## config.mk

```make
export PLATFORM = sky130hd
export DESIGN_NAME = three_rotor_substitution_cipher_top_flat
export DESIGN_NICKNAME = d
export VERILOG_FILES = /design/src/rtl/rsc_pkg.sv /design/src/rtl/rsc_req_if.sv /design/src/rtl/rsc_res_if.sv /design/src/rtl/rsc_front.sv /design/src/rtl/rsc_queue.sv /design/src/rtl/rsc_back.sv /design/src/rtl/three_rotor_substitution_cipher_top.sv /design/src/flat_wrapper.sv
export SDC_FILE = /design/constraint.sdc
export NUM_CORES = 1
export LEC_CHECK = 0
export BUFFER_PORTS_ARGS = -buffer_cell sky130_fd_sc_hd__buf_2
export CAP_MARGIN = 20
export CORE_MARGIN = 10
export CORE_UTILIZATION = 30
export DETAILED_ROUTE_END_ITERATION = 8
export GPL_TIMING_DRIVEN = 1
export PLACE_DENSITY_LB_ADDON = 0.25
export SLEW_MARGIN = 30
export SYNTH_ARGS = -nofsm -noshare
export SYNTH_HDL_FRONTEND = slang
export SYNTH_SLANG_ARGS = --single-unit
export TNS_END_PERCENT = 100
```

## constraint.sdc

```tcl
create_clock -name clk -period 17.52 [get_ports clk]
set_input_delay 0.876 -clock clk [delete_from_list [all_inputs] [get_ports clk]]
set_output_delay 0.876 -clock clk [all_outputs]
set_load 0.02 [all_outputs]
```

## src/rtl/rsc_pkg.sv

```systemverilog
// shared types, constants and mod-26 helpers for the three-rotor cipher
// no dependencies; compiled before every other file of the block
package rsc_pkg;

    localparam int ROTOR_COUNT = 3;
    localparam int LETTERS     = 26;
    localparam int STAGES      = 2 * ROTOR_COUNT;
    localparam int QDEPTH      = 4;
    localparam int QPTR_W      = $clog2(QDEPTH);

    localparam logic [7:0] CHAR_LOW    = 8'd97;
    localparam logic [7:0] CHAR_HIGH   = 8'd122;
    localparam logic [6:0] ASCII_A     = 7'd97;
    localparam logic [4:0] LAST_LETTER = 5'd25;

    typedef logic [4:0] letter_t;
    typedef letter_t [ROTOR_COUNT-1:0] offsets_t;

    typedef enum logic {
        KIND_LOAD,
        KIND_LETTER
    } kind_t;

    // one queued request: a wiring load or a letter to encipher
    // for a letter, pos carries the letter index
    typedef struct packed {
        kind_t    kind;
        logic [1:0] rotor;
        letter_t  pos;
        letter_t  val;
        offsets_t offs;
    } item_t;

    typedef struct packed {
        logic full;
        logic empty;
    } q_status_t;

    function automatic letter_t add_mod26(letter_t a, letter_t b);
        logic [5:0] s;
        s = {1'b0, a} + {1'b0, b};
        return (s >= 6'(LETTERS)) ? 5'(s - 6'(LETTERS)) : s[4:0];
    endfunction

    function automatic letter_t sub_mod26(letter_t a, letter_t b);
        logic [5:0] s;
        s = {1'b0, a} + 6'(LETTERS) - {1'b0, b};
        return (s >= 6'(LETTERS)) ? 5'(s - 6'(LETTERS)) : s[4:0];
    endfunction

endpackage

```

## src/rtl/rsc_req_if.sv

```systemverilog
// request channel of the three-rotor cipher: valid/ready plus request fields
// no dependencies
interface rsc_req_if;
    logic       valid;
    logic       ready;
    logic       req_type;
    logic [1:0] rotor_select;
    logic [4:0] wiring_position;
    logic [4:0] wiring_value;
    logic [7:0] char_in;

    modport source (
        output valid, req_type, rotor_select, wiring_position, wiring_value, char_in,
        input  ready
    );
    modport sink (
        input  valid, req_type, rotor_select, wiring_position, wiring_value, char_in,
        output ready
    );
endinterface

```

## src/rtl/rsc_res_if.sv

```systemverilog
// result channel of the three-rotor cipher: valid/ready plus the cipher letter
// no dependencies
interface rsc_res_if;
    logic       valid;
    logic       ready;
    logic [6:0] cipher_char;

    modport source (
        output valid, cipher_char,
        input  ready
    );
    modport sink (
        input  valid, cipher_char,
        output ready
    );
endinterface

```

## src/rtl/rsc_front.sv

```systemverilog
// front end: accepts requests, classifies them and keeps the rotor odometer
// depends on rsc_pkg and rsc_req_if
module rsc_front
    import rsc_pkg::*;
(
    input  logic      clk,
    input  logic      rst_n,
    rsc_req_if.sink   req,
    input  q_status_t q_status,
    output logic      push,
    output item_t     push_item
);

    offsets_t offs_reg;
    offsets_t offs_next;
    logic     accept;
    logic     is_letter;
    logic     load_ok;
    logic     step;

    assign req.ready = !q_status.full;
    assign accept    = req.valid && req.ready;

    assign is_letter = (req.char_in >= CHAR_LOW) && (req.char_in <= CHAR_HIGH);
    assign load_ok   = (32'(req.rotor_select) < ROTOR_COUNT)
                    && (req.wiring_position <= LAST_LETTER)
                    && (req.wiring_value <= LAST_LETTER);

    // non-letters and bad loads are dropped here
    assign push = accept && (req.req_type ? is_letter : load_ok);

    always_comb
    begin
        push_item.kind  = req.req_type ? KIND_LETTER : KIND_LOAD;
        push_item.rotor = req.rotor_select;
        push_item.pos   = req.req_type ? 5'(req.char_in - CHAR_LOW) : req.wiring_position;
        push_item.val   = req.wiring_value;
        push_item.offs  = offs_reg;
    end

    // odometer: each rotor steps when all before it wrap
    always_comb
    begin
        offs_next = offs_reg;
        step      = accept && req.req_type;
        for (int r = 0; r < ROTOR_COUNT; r++)
        begin
            if (step)
            begin
                offs_next[r] = (offs_reg[r] == LAST_LETTER) ? '0 : offs_reg[r] + 5'd1;
                step         = (offs_reg[r] == LAST_LETTER);
            end
        end
    end

    always_ff @(posedge clk or negedge rst_n)
    begin
        if (!rst_n)
        begin
            offs_reg <= '0;
        end
        else
        begin
            offs_reg <= offs_next;
        end
    end

    a_load_holds_offsets: assert property (@(posedge clk) disable iff (!rst_n)
        (accept && !req.req_type) |=> (offs_reg == $past(offs_reg)))
        else $error("load request moved the rotor offsets");

    a_fast_rotor_steps: assert property (@(posedge clk) disable iff (!rst_n)
        (accept && req.req_type) |=> (offs_reg[0] == add_mod26($past(offs_reg[0]), 5'd1)))
        else $error("fast rotor did not step on a character request");

endmodule

```

## src/rtl/rsc_queue.sv

```systemverilog
// short queue between front end and rotor pipeline
// depends on rsc_pkg
module rsc_queue
    import rsc_pkg::*;
(
    input  logic      clk,
    input  logic      rst_n,
    input  logic      push,
    input  item_t     push_item,
    input  logic      pop,
    output item_t     head,
    output q_status_t status
);

    item_t             q_reg [QDEPTH];
    logic [QPTR_W-1:0] wr_ptr_reg;
    logic [QPTR_W-1:0] rd_ptr_reg;
    logic [QPTR_W:0]   count_reg;
    logic [QPTR_W:0]   count_next;

    assign status.full  = (count_reg == (QPTR_W+1)'(QDEPTH));
    assign status.empty = (count_reg == '0);
    assign head         = q_reg[rd_ptr_reg];

    always_comb
    begin
        count_next = count_reg;
        case ({push, pop})
            2'b10:   count_next = count_reg + 1'b1;
            2'b01:   count_next = count_reg - 1'b1;
            default: count_next = count_reg;
        endcase
    end

    always_ff @(posedge clk or negedge rst_n)
    begin
        if (!rst_n)
        begin
            wr_ptr_reg <= '0;
            rd_ptr_reg <= '0;
            count_reg  <= '0;
        end
        else
        begin
            if (push)
            begin
                wr_ptr_reg <= wr_ptr_reg + 1'b1;
            end
            if (pop)
            begin
                rd_ptr_reg <= rd_ptr_reg + 1'b1;
            end
            count_reg <= count_next;
        end
    end

    always_ff @(posedge clk)
    begin
        if (push)
        begin
            q_reg[wr_ptr_reg] <= push_item;
        end
    end

    a_no_push_full: assert property (@(posedge clk) disable iff (!rst_n)
        push |-> !status.full)
        else $error("push into full queue");

    a_count_up: assert property (@(posedge clk) disable iff (!rst_n)
        (push && !pop) |=> (count_reg == $past(count_reg) + 1'b1))
        else $error("queue count did not follow push");

endmodule

```

## src/rtl/rsc_back.sv

```systemverilog
// rotor pipeline: one table lookup per stage, forward rotors then inverse
// rotors, loads write each table at the stage that reads it; output register
// depends on rsc_pkg and rsc_res_if
module rsc_back
    import rsc_pkg::*;
(
    input  logic      clk,
    input  logic      rst_n,
    input  q_status_t q_status,
    input  item_t     head,
    output logic      pop,
    rsc_res_if.source res
);

    logic    en;
    logic    vld_reg  [STAGES+1];
    item_t   meta_reg [STAGES+1];
    letter_t rd_reg   [STAGES];
    logic    out_valid_reg;
    logic [6:0] char_reg;
    logic    final_letter;

    assign en  = !out_valid_reg || res.ready;
    assign pop = en && !q_status.empty;

    always_ff @(posedge clk or negedge rst_n)
    begin
        if (!rst_n)
        begin
            for (int s = 0; s <= STAGES; s++)
            begin
                vld_reg[s] <= 1'b0;
            end
        end
        else if (en)
        begin
            vld_reg[0] <= pop;
            for (int s = 0; s < STAGES; s++)
            begin
                vld_reg[s+1] <= vld_reg[s];
            end
        end
    end

    always_ff @(posedge clk)
    begin
        if (en)
        begin
            meta_reg[0] <= head;
            for (int s = 0; s < STAGES; s++)
            begin
                meta_reg[s+1] <= meta_reg[s];
            end
        end
    end

    for (genvar s = 0; s < STAGES; s++)
    begin : g_stage
        letter_t rot_mem [LETTERS];
        letter_t stage_val;
        letter_t addr;
        letter_t waddr;
        letter_t wdata;
        logic    we;
        logic    is_load;

        assign is_load = vld_reg[s] && (meta_reg[s].kind == KIND_LOAD);

        if (s == 0)
        begin : g_first
            assign stage_val = meta_reg[0].pos;
        end
        else
        begin : g_next
            assign stage_val = rd_reg[s-1];
        end

        if (s < ROTOR_COUNT)
        begin : g_fwd
            // forward wiring of rotor s
            assign addr  = add_mod26(stage_val, meta_reg[s].offs[s]);
            assign we    = is_load && (32'(meta_reg[s].rotor) == s);
            assign waddr = meta_reg[s].pos;
            assign wdata = meta_reg[s].val;
        end
        else
        begin : g_inv
            // inverse wiring of rotor STAGES-1-s
            localparam int RB = STAGES - 1 - s;
            if (s == ROTOR_COUNT)
            begin : g_reflect
                assign addr = LAST_LETTER - stage_val;
            end
            else
            begin : g_unshift
                assign addr = sub_mod26(stage_val, meta_reg[s].offs[RB+1]);
            end
            assign we    = is_load && (32'(meta_reg[s].rotor) == RB);
            assign waddr = meta_reg[s].val;
            assign wdata = meta_reg[s].pos;
        end

        always_ff @(posedge clk)
        begin
            if (en)
            begin
                if (we)
                begin
                    rot_mem[waddr] <= wdata;
                end
                rd_reg[s] <= rot_mem[addr];
            end
        end
    end

    assign final_letter = vld_reg[STAGES] && (meta_reg[STAGES].kind == KIND_LETTER);

    always_ff @(posedge clk or negedge rst_n)
    begin
        if (!rst_n)
        begin
            out_valid_reg <= 1'b0;
        end
        else if (en)
        begin
            out_valid_reg <= final_letter;
        end
    end

    always_ff @(posedge clk)
    begin
        if (en && final_letter)
        begin
            char_reg <= ASCII_A
                      + {2'b00, sub_mod26(rd_reg[STAGES-1], meta_reg[STAGES].offs[0])};
        end
    end

    assign res.valid       = out_valid_reg;
    assign res.cipher_char = char_reg;

    a_letter_reaches_output: assert property (@(posedge clk) disable iff (!rst_n)
        (en && final_letter) |=> out_valid_reg)
        else $error("finished letter did not reach the output register");

    a_stall_freezes_tail: assert property (@(posedge clk) disable iff (!rst_n)
        !en |=> (vld_reg[STAGES] == $past(vld_reg[STAGES])))
        else $error("pipeline moved during output stall");

endmodule

```

## src/rtl/three_rotor_substitution_cipher_top.sv

```systemverilog
// three-rotor substitution cipher, top level
// depends on rsc_pkg, rsc_req_if, rsc_res_if, rsc_front, rsc_queue, rsc_back
//
// usage
// - req channel (valid/ready): req_type 0 loads one wiring entry of the
//   rotor given by rotor_select (position -> value, plus the inverse entry);
//   req_type 1 enciphers char_in; only 'a'..'z' give a result
// - res channel (valid/ready): one cipher_char (ascii 'a'..'z') per letter
// - every character request, letter or not, steps the rotor odometer;
//   loads and out-of-range loads do not
// - throughput: one request per cycle while the queue is not full, with or without results
// - path of a letter: the queue, one rotor table lookup per stage (forward
//   and inverse), then the output register, before it shows on res
// - the lookup pipeline has one table per stage, each written by loads at
//   the same stage that reads it, so loads and letters keep request order
// - a stalled res freezes the whole lookup pipeline; the 4-entry queue keeps
//   taking requests until full, then req.ready drops
// - reset clears the offsets, the queue and all valid flags; rotor tables
//   hold garbage until loaded, so load all wiring before enciphering
module three_rotor_substitution_cipher_top
    import rsc_pkg::*;
(
    input  logic      clk,
    input  logic      rst_n,
    rsc_req_if.sink   req,
    rsc_res_if.source res
);

    q_status_t q_status;
    logic      push;
    item_t     push_item;
    logic      pop;
    item_t     head;

    // classify requests and stamp the current rotor offsets
    rsc_front u_front (
        .clk       (clk),
        .rst_n     (rst_n),
        .req       (req),
        .q_status  (q_status),
        .push      (push),
        .push_item (push_item)
    );

    // decouples request acceptance from result stalls
    rsc_queue u_queue (
        .clk       (clk),
        .rst_n     (rst_n),
        .push      (push),
        .push_item (push_item),
        .pop       (pop),
        .head      (head),
        .status    (q_status)
    );

    // rotor tables and lookup pipeline
    rsc_back u_back (
        .clk      (clk),
        .rst_n    (rst_n),
        .q_status (q_status),
        .head     (head),
        .pop      (pop),
        .res      (res)
    );

endmodule
```

## src/flat_wrapper.sv

```systemverilog
// flat-port wrapper written by rule: the top's interface ports become plain ports
module three_rotor_substitution_cipher_top_flat import rsc_pkg::*;
  (clk, rst_n, req_valid, req_req_type, req_rotor_select, req_wiring_position, req_wiring_value, req_char_in, req_ready, res_valid, res_cipher_char, res_ready);
  rsc_req_if req_i ();
  rsc_res_if res_i ();
  input  logic clk;
  input  logic rst_n;
  input wire logic [$bits(req_i.valid)-1:0] req_valid;
  input wire logic [$bits(req_i.req_type)-1:0] req_req_type;
  input wire logic [$bits(req_i.rotor_select)-1:0] req_rotor_select;
  input wire logic [$bits(req_i.wiring_position)-1:0] req_wiring_position;
  input wire logic [$bits(req_i.wiring_value)-1:0] req_wiring_value;
  input wire logic [$bits(req_i.char_in)-1:0] req_char_in;
  output wire logic [$bits(req_i.ready)-1:0] req_ready;
  output wire logic [$bits(res_i.valid)-1:0] res_valid;
  output wire logic [$bits(res_i.cipher_char)-1:0] res_cipher_char;
  input wire logic [$bits(res_i.ready)-1:0] res_ready;
  assign req_i.valid = req_valid;
  assign req_i.req_type = req_req_type;
  assign req_i.rotor_select = req_rotor_select;
  assign req_i.wiring_position = req_wiring_position;
  assign req_i.wiring_value = req_wiring_value;
  assign req_i.char_in = req_char_in;
  assign req_ready = req_i.ready;
  assign res_valid = res_i.valid;
  assign res_cipher_char = res_i.cipher_char;
  assign res_i.ready = res_ready;
  three_rotor_substitution_cipher_top u_core (.clk(clk), .rst_n(rst_n), .req(req_i), .res(res_i));
endmodule
```

==> reports/metrics.cfg <==
[synth]
ys_seq_elements=1128
netlist.area_leader.share=0.719
synth_largest_area_cell=edfxtp_1
syn-num-nets=2845
synthesis.area_sq_mm=0.0458
async_reset_ff_frac=0.0266
synth_warnings=0
yosysUniqueCellTypes=72
avgSynthCellArea_sq_um=16.7
seq_area_frac_synth=0.736
syn_inst=2749
ys_dominant_reg_cell=edfxtp_1
synth_edf_count=1098
synthTopCellsByArea=edfxtp_1 (72%), mux4_2 (6.1%), mux2i_1 (3.7%)

[clocking]
ctsHtreeMaxLevel=3
cts_setup_buffers=0
post_cts_resized=0
cts_tree=yes
cts_buffers=120
cts_root_buf=clkbuf_16
insertion_delay_ns=0.73
cts_sinks=1128
ctsHoldBuffers=0
clock_path_buffers=3
clk_pin_slew_ns=0.06

[setup_path]
cpMaxStageDelayCell=a2111oi_0
worst-path-max-fanout=38
start_kind=flip-flop
path_cells=ha_1, inv_1, ha_1, fa_1, xnor2_1, a21oi_1, a21oi_4, xnor2_2, buf_4, mux4_2, a2111oi_0, nor3_1
endpoint_kind=flip-flop
path_buf_inv=2
crit_family=compound AO/OA/AOI/OAI gates
crit_type=reg2reg
required_ns=17.97
crit_top_cell=ha_1
cp.arrival_ns=5.10
worst_path_largest_cell_delay_ns=0.58

[routing]
ant_nets=0
met3WireLength_um=3780
post-route-drc-count=0
via_per_inst=4.73
finalWirelength_um=102000
wl_met2_um=48200
drt_iter0_markers=1754
dr.pass1.iters=5
post_drt_wl_per_cell_um=20.3
route.vias.total=23660
drt-met1-wl_um=47500
topRoutingLayerUsed=met4

[finish]
register_area_sq_mm=0.0337
most-common-layout-cells=edfxtp_1 (1098), nor2_1 (248), nand2_1 (244), mux2i_1 (165), mux4_2 (125)
final_common_cell=edfxtp_1
multi_input_area_sq_mm=0.0115
syn_to_final_growth_pct=15.2
largest_register_ffs=780
nFillCells=14489
num-nets-final=2967
drive_gt1_frac=0.152
diodes=0

[run]
max_cap_violations=0

[floorplan]
die_y_um=411
pin_count=34
core_sq_mm=0.152
die-width_um=411
initial_utilization=0.302
rows=143
die_area_sq_mm=0.169

[global_routing]
grt_pass1_wl_um=155000
grt_max_degree=88
grt_pass1_vias=24245
grt.total_usage=0.119
grt_overflow=0
antenna_found_initial=2

[placed_design]
dp_hpwl_um=66100
port_buffers=33
gp_congestion=0.782

[timing]
rsz0062_at_grt=false
timing.final.crit_share=0.266
period_needed_ns=4.66
clock.fmax_ghz=0.215
clock-skew-final_ns=0.0305
finalHoldViolations=0
worst_pin_slew_ns=0.960
maxSlewViolCount=0
setup_viol=0
relSlewSlack=0.360
tns_ns=0

[hold_path]
hp-class=in2async

[outcome]
status=complete, no violations

-- layout make-up --
class | instances | share of cell area
flip-flops and latches | 1128 | 0.639
multi-input cells | 1451 | 0.218
clock buffers | 150 | 0.0598
well taps | 2030 | 0.0481
repair buffers | 93 | 0.0148
clock inverters | 74 | 0.0144
inverters | 77 | 0.00562
-- final timing paths --
check	startpoint	endpoint	slack, ns	cells past startpoint
max in group asynchronous	rst_n	u_core.u_back.res.valid	16.88	2
min reg2reg	u_core.u_back.meta_reg[1][11]	u_core.u_back.meta_reg[2][11]	0.41	0
max reg2reg	u_core.u_back.meta_reg[5][6]	u_core.u_back.rd_reg[5][0]	12.86	12
max	u_core.u_back.meta_reg[5][6]	u_core.u_back.rd_reg[5][0]	12.86	12
min in group clk	req_wiring_value[0]	u_core.u_queue.q_reg[1][15]	0.38	1
min	rst_n	u_core.u_queue.wr_ptr_reg[0]	0.22	2
-- per-layer routing --
| layer | global-route usage | up-vias |
|---|---|---|
| met5 | 0 | - |
| met1 | 0.165 | 12067 |
| met3 | 0.0185 | 143 |
| li1 | - | 10972 |
| met4 | 0.0367 | 0 |
| met2 | 0.190 | 478 |
-- stage by stage --
| stage | instance area, sq um | instances | hold slack [ns] | util | worst slack [ns] |
|---|---|---|---|---|---|
| floorplan | 45800 | 2749 | 0.400 | - | 10.33 |
| global placement | 48500 | 4751 | 0.403 | 0.319 | 12.93 |
| detailed placement | 48700 | 4765 | 0.405 | 0.320 | 12.87 |
| CTS | 52600 | 4989 | 0.176 | 0.346 | 12.86 |
| global route | 52800 | 5003 | 0.223 | 0.348 | 12.54 |
| finish | 52800 | 5003 | 0.219 | 0.348 | 12.86 |
-- cell usage after synthesis, types with 12 or more instances --
cell type,count
a21oi_1,62
dfrtp_1,30
nor2b_1,20
inv_1,75
a221oi_1,12
edfxtp_1,1098
o21ai_0,37
ha_1,64
nor2_1,248
or3_1,12
buf_2,22
nand2b_1,21
nand2_1,244
a211oi_1,17
clkbuf_1,50
mux2i_1,168
mux2_2,20
mux4_2,125
xnor2_1,25
nand4_1,16
nand3_1,57
a21o_1,25
a22oi_1,19
nor3_1,43
nand3b_1,15
o211ai_1,35
a2111oi_0,18
-- cell families (layout without fill, tap and decap cells) --
family | Yosys count | after routing | synth area share
buf+inv | 170 | 394 | 0.0154
xor+xnor | 37 | 37 | 0.00748
mux | 314 | 314 | 0.103
simple gates | 722 | 722 | 0.0703
compound gates | 307 | 307 | 0.0471
fa+ha+maj | 71 | 71 | 0.0205
flops | 1128 | 1128 | 0.736
Power is not shown: default switching activity piles up to over one toggle a cycle in this logic, so the estimate is an artifact.
